--- src/sv/bsm_pkg.sv ---
// shared constants and types for the booth signed multiplier
package bsm_pkg;

    // default operand width and fixed port widths
    localparam int OPERAND_WIDTH_DEF = 32;
    localparam int OPERAND_PORT_W    = 32;
    localparam int PRODUCT_PORT_W    = 64;

    // booth recoding of {current low bit, previous bit}
    localparam logic [1:0] BOOTH_ADD = 2'b01;
    localparam logic [1:0] BOOTH_SUB = 2'b10;

    // commands from controller to datapath
    typedef struct packed {
        logic load;
        logic step;
    } t_dp_cmd;

    // status from datapath to controller
    typedef struct packed {
        logic last_step;
    } t_dp_status;

endpackage

--- src/sv/bsm_ctrl.sv ---
// controller state machine for the booth signed multiplier
module bsm_ctrl (
    input  logic               i_clk,
    input  logic               i_rst_n,
    input  logic               i_start,
    input  bsm_pkg::t_dp_status i_status,
    output bsm_pkg::t_dp_cmd   o_cmd,
    output logic               o_busy,
    output logic               o_done
);

    localparam logic [1:0] ST_IDLE = 2'd0;
    localparam logic [1:0] ST_RUN  = 2'd1;
    localparam logic [1:0] ST_DONE = 2'd2;

    logic [1:0] r_state;
    logic [1:0] n_state;
    logic       accept;

    // a beat is taken whenever the datapath is not stepping
    assign accept = i_start && !o_busy;
    assign o_busy = (r_state == ST_RUN);
    assign o_done = (r_state == ST_DONE);

    // datapath commands
    always_comb begin
        o_cmd.load = accept;
        o_cmd.step = (r_state == ST_RUN);
    end

    // next state
    always_comb begin
        n_state = r_state;
        unique case (r_state)
            ST_IDLE: begin
                if (accept) n_state = ST_RUN;
            end
            ST_RUN: begin
                if (i_status.last_step) n_state = ST_DONE;
            end
            ST_DONE: begin
                n_state = accept ? ST_RUN : ST_IDLE;
            end
            default: begin
                n_state = ST_IDLE;
            end
        endcase
    end

    // state register
    always_ff @(posedge i_clk) begin
        if (!i_rst_n) begin
            r_state <= ST_IDLE;
        end else begin
            r_state <= n_state;
        end
    end

endmodule

--- src/sv/bsm_datapath.sv ---
// accumulator, shift register and step counter of the booth multiplier
module bsm_datapath #(
    parameter int OPERAND_WIDTH = bsm_pkg::OPERAND_WIDTH_DEF
) (
    input  logic                               i_clk,
    input  logic                               i_rst_n,
    input  bsm_pkg::t_dp_cmd                   i_cmd,
    input  logic [bsm_pkg::OPERAND_PORT_W-1:0] i_multiplicand,
    input  logic [bsm_pkg::OPERAND_PORT_W-1:0] i_multiplier,
    output bsm_pkg::t_dp_status                o_status,
    output logic signed [bsm_pkg::PRODUCT_PORT_W-1:0] o_product
);

    localparam int W    = OPERAND_WIDTH;
    localparam int CNTW = $clog2(W + 1);

    localparam logic [1:0] BOOTH_ADD_SEL = bsm_pkg::BOOTH_ADD;
    localparam logic [1:0] BOOTH_SUB_SEL = bsm_pkg::BOOTH_SUB;

    localparam int PRODUCT_W = bsm_pkg::PRODUCT_PORT_W;

    logic [W:0]      r_acc;
    logic [W-1:0]    r_q;
    logic            r_prev;
    logic [W-1:0]    r_mcand;
    logic [CNTW-1:0] r_cnt;

    logic [W:0]      mext;
    logic [W:0]      sum;
    logic [2*W-1:0]  full;

    // multiplicand sign-extended to the accumulator width
    assign mext = {r_mcand[W-1], r_mcand};

    // add or subtract per booth pair
    always_comb begin
        case ({r_q[0], r_prev})
            BOOTH_ADD_SEL: sum = r_acc + mext;
            BOOTH_SUB_SEL: sum = r_acc - mext;
            default:       sum = r_acc;
        endcase
    end

    assign o_status.last_step = (r_cnt == CNTW'(W - 1));

    // low 2w bits of the pair, sign-extended to the port
    assign full      = {r_acc[W-1:0], r_q};
    assign o_product = PRODUCT_W'($signed(full));

    // step counter
    always_ff @(posedge i_clk) begin
        if (!i_rst_n) begin
            r_cnt <= '0;
        end else if (i_cmd.load) begin
            r_cnt <= '0;
        end else if (i_cmd.step) begin
            r_cnt <= r_cnt + CNTW'(1);
        end
    end

    // operand load and arithmetic shift right of acc:q
    always_ff @(posedge i_clk) begin
        if (!i_rst_n) begin
            r_mcand <= '0;
            r_q     <= '0;
            r_acc   <= '0;
            r_prev  <= 1'b0;
        end else if (i_cmd.load) begin
            r_mcand <= i_multiplicand[W-1:0];
            r_q     <= i_multiplier[W-1:0];
            r_acc   <= '0;
            r_prev  <= 1'b0;
        end else if (i_cmd.step) begin
            r_acc  <= {sum[W], sum[W:1]};
            r_q    <= {sum[0], r_q[W-1:1]};
            r_prev <= r_q[0];
        end
    end

endmodule

--- src/sv/booth_signed_multiplier_top.sv ---
// top level of the radix-2 booth signed multiplier
// the accepted start beat loads the datapath; the run state then does one booth add
//   and shift per cycle, and o_done strobes after the last step; no start is taken
//   while busy, and a new start is taken in the done cycle
// reset: synchronous active-low i_rst_n returns the controller to idle, no strobe
// the product is flagged for the single done cycle; the receiver cannot stall
module booth_signed_multiplier_top #(
    parameter int OPERAND_WIDTH = bsm_pkg::OPERAND_WIDTH_DEF
) (
    input  logic                                      i_clk,
    input  logic                                      i_rst_n,
    input  logic                                      start,
    output logic                                      busy,
    input  logic signed [bsm_pkg::OPERAND_PORT_W-1:0] i_multiplicand,
    input  logic signed [bsm_pkg::OPERAND_PORT_W-1:0] i_multiplier,
    output logic                                      o_done,
    output logic signed [bsm_pkg::PRODUCT_PORT_W-1:0] o_product
);

    bsm_pkg::t_dp_cmd    cmd;
    bsm_pkg::t_dp_status status;

    // controller
    bsm_ctrl u_ctrl (
        .i_clk    (i_clk),
        .i_rst_n  (i_rst_n),
        .i_start  (start),
        .i_status (status),
        .o_cmd    (cmd),
        .o_busy   (busy),
        .o_done   (o_done)
    );

    // datapath
    bsm_datapath #(
        .OPERAND_WIDTH (OPERAND_WIDTH)
    ) u_dp (
        .i_clk          (i_clk),
        .i_rst_n        (i_rst_n),
        .i_cmd          (cmd),
        .i_multiplicand (i_multiplicand),
        .i_multiplier   (i_multiplier),
        .o_status       (status),
        .o_product      (o_product)
    );

endmodule

--- config.mk ---
export PLATFORM = sky130hd
export DESIGN_NAME = booth_signed_multiplier_top
export DESIGN_NICKNAME = d
export VERILOG_FILES = /design/src/sv/bsm_pkg.sv /design/src/sv/bsm_ctrl.sv /design/src/sv/bsm_datapath.sv /design/src/sv/booth_signed_multiplier_top.sv
export SDC_FILE = /design/constraint.sdc
export NUM_CORES = 1
export LEC_CHECK = 0
export ABC_AREA = 1
export BUFFER_PORTS_ARGS = -buffer_cell sky130_fd_sc_hd__buf_4
export CORE_MARGIN = 2
export CORE_UTILIZATION = 40
export CTS_BUF_LIST = sky130_fd_sc_hd__clkbuf_16
export DETAILED_ROUTE_END_ITERATION = 8
export SYNTH_ARGS = -nofsm -noshare
export SYNTH_HDL_FRONTEND = slang
export SYNTH_SLANG_ARGS = --single-unit
--- constraint.sdc ---
create_clock -name i_clk -period 2.5 [get_ports i_clk]
set_input_delay 0.5 -clock i_clk [delete_from_list [all_inputs] [get_ports i_clk]]
set_output_delay 0.5 -clock i_clk [all_outputs]
set_load 0.01 [all_outputs]
==> run metrics <==
syn_area_per_cell 5.94 sq um; Final period util 117%; hold slack 357 ps; mapped cell area 7670 sq um; Layout Nets 1670; initial antenna violation count 0; logic gate share of total power 41.5%; Reg clk slew, reported paths 80 ps; Die Area 20300 sq um; min Tclk post-route 2910 ps; Root Buffer clkbuf_16; DRC viols 0; Routed Antenna Nets 0; Power Dens Cells 494 nW/um^2; vias in the first global route 8139; PortBufs 132; H-tree level count 3; CTS tree yes; clock share of power 26.7%; max_slew headroom 34.1%; GRT Overall Usage 25.3%; RePlAce Congestion 0.905; first-pass GRT wire length 41000 um; Worst Setup SP u_dp.r_mcand[0]$_SDFFE_PN0P_; Longest Clk Path Bufs 2; Ports 133; asr flop ratio synth 0%; DR vias/cell 4.91; share of layout cells above drive strength 1 39.8%; CP startpoint kind flop; internal power 0.00371 W; outcome complete, but fails checks; Worst setup EP type flop; WP data required 2760 ps; grt total ovfl 0; hold buffers post-CTS 0; largest net degree at the start of global routing 93; Pleak 5.94 nW; syn_nets 1395; RSZ-0062 raised after global routing yes; r2r startpoint u_dp.r_mcand[0]$_SDFFE_PN0P_; highest clock rate 343 MHz; flop2flop setup slack -410 ps; Ys Warns 0; total wire length 26600 um; Gate Count Post-Synth 1292; worst-margin pin slew 989 ps; drt first-iter violations 485; max-cap violations 0; clk sinks 105; NetSw 0.00214 W; hold path depth 3; Worst Path Class, Setup flop to flop; worst skew pair latency 370 ps; DP HPWL 18700 um; via count 8861; Core Box Area 18800 sq um; Sequential Power Share 31.8%; Hold Path Class input pin to flop; Die Wd 143 um; height of the die 143 um; R2R Path End u_dp.r_acc[31]$_SDFFE_PP0P_; Seq cells post-synth 105; Worst EP arrival 3170 ps; maximum VDD drop 0.000367 V; endpoints failing setup 26; multi-input logic area 5860 sq um; worst r2r path cells 21; area taken by flip-flops and latches 2130 sq um; Placed Area 9910 sq um; distinct cell type count after synthesis 40; crit-path max FO 4; Syn-to-layout area delta 54.5%; Routed WL per cell 14.7 um; clock skew 19.0 ps; CTS Buf Count 9; final hold violation count 0; most frequent cells in the layout nand2_1, buf_4, inv_1, nor2_1, dfxtp_1; hold endpoint u_dp.r_mcand[26]$_SDFFE_PN0P_; failing checks negative setup slack; Layout fillers 1714; max-slew violations 0; Antenna diodes 0; initial core utilization 40.9%; Sw Share 36.6%; top_reg_cell synth dfxtp_1; post-synthesis sequential area ratio 27.4%; setup ws final -413 ps; hold wc startpoint i_multiplicand[26]; row cnt 50; most common cell after layout, fill and taps aside nand2_1; fin area 11900 sq um; drt pass-1 iters 5; Post-synth EDFFs 0
-- critical path: stages (launching register included) --
cell,delay [ps]
dfxtp_2,340
inv_4,80
ha_4,150
nand2_4,60
nor2_4,140
buf_6,110
nand4_1,180
o21ai_2,230
nand2_1,120
xnor2_2,150
ha_2,370
nand2_2,90
nor2_2,140
nand2_1,100
nor2_1,130
nand2_1,70
nand2_1,70
nand2_1,70
nand2_1,60
nor2_1,40
nor2_1,90
nor2_1,60
-- Yosys cell counts, types with 11 or more instances --
cell | count | area share, %
a21oi_1 | 80 | 5.2
buf_2 | 15 | 0.98
clkbuf_1 | 23 | 1.1
dfxtp_1 | 105 | 27
ha_1 | 35 | 5.7
inv_1 | 216 | 11
nand2_1 | 388 | 19
nand3_1 | 50 | 3.3
nor2_1 | 177 | 8.7
nor3_1 | 11 | 0.72
o21ai_0 | 64 | 4.2
o221ai_1 | 21 | 2.4
xnor2_1 | 14 | 1.6
xor2_1 | 28 | 3.2
-- power groups by stage --
stage	Combinational (W)	Clock, W	Sequential [W]
after floorplan	0.000965	0	0.00190
after global placement	0.00180	0	0.00189
after detailed placement	0.00181	0	0.00189
after CTS	0.00220	0.00159	0.00186
after global routing	0.00263	0.00165	0.00187
final	0.00243	0.00156	0.00186
-- sequential cells by signal (all words and copies together) (netlist names) --
register	count
u_dp.r_acc	32
u_dp.r_cnt	6
u_dp.r_mcand	32
u_dp.r_prev	1
u_dp.r_q	32
u_ctrl.r_state	2
-- per-layer routing --
metal	routed length (um)	GRT usage (%)	vias up
li1	-	-	4556
met1	12400	35.3	4060
met2	12400	40.2	225
met3	1510	5.18	20
met4	286	5.47	0
met5	0	0	-
-- cell type report --
type	instances	share of cell area, %
clock buffer	9	1.90
clock inverter	6	0.718
sequential	105	17.9
multi-input combinational	923	49.4
tap	234	2.47
timing repair buffer	307	20.5
inverter	221	7.10
-- worst max-delay path by stage --
stage / end / depth (start not counted)
finish: u_dp.r_acc[31]$_SDFFE_PP0P_ / 21
global placement: u_dp.r_acc[29]$_SDFFE_PP0P_ / 19
detailed placement: u_dp.r_acc[22]$_SDFFE_PP0P_ / 21
floorplan: u_dp.r_acc[31]$_SDFFE_PP0P_ / 21
global route: u_dp.r_acc[31]$_SDFFE_PP0P_ / 20
CTS: u_dp.r_acc[31]$_SDFFE_PP0P_ / 23
-- timing repair --
| action | 4_1_cts | 5_1_grt |
|---|---|---|
| pin swaps | 65 | 111 |
| setup endpoints to repair | 27 | 27 |
| buffers inserted | 24 | 12 |
| resized for setup | 209 | 166 |
-- kinds of logic after synthesis --
kind of cell / Yosys count / share of synthesized area (%)
buffers and inverters: 264 / 13.2
DFF: 105 / 27.4
and+or+nand+nor: 656 / 34.5
adders and majority gates: 36 / 5.97
AOI/OAI and AO/OA: 189 / 14.2
xor gates and xnor gates: 42 / 4.79
-- metrics by stage --
step	total power, W	setup TNS (ps)	instances	utilization [%]	worst slack (ps)
floorplan	0.00287	-27.7	1292	-	-24.9
global placement	0.00369	-10370	1759	52.8	-507
detailed placement	0.00370	-10850	1759	52.8	-506
CTS	0.00565	-5000	1798	59.9	-350
global route	0.00615	-11520	1805	63.2	-653
finish	0.00585	-6920	1805	63.2	-413
Power figures use the tool's default switching activity.
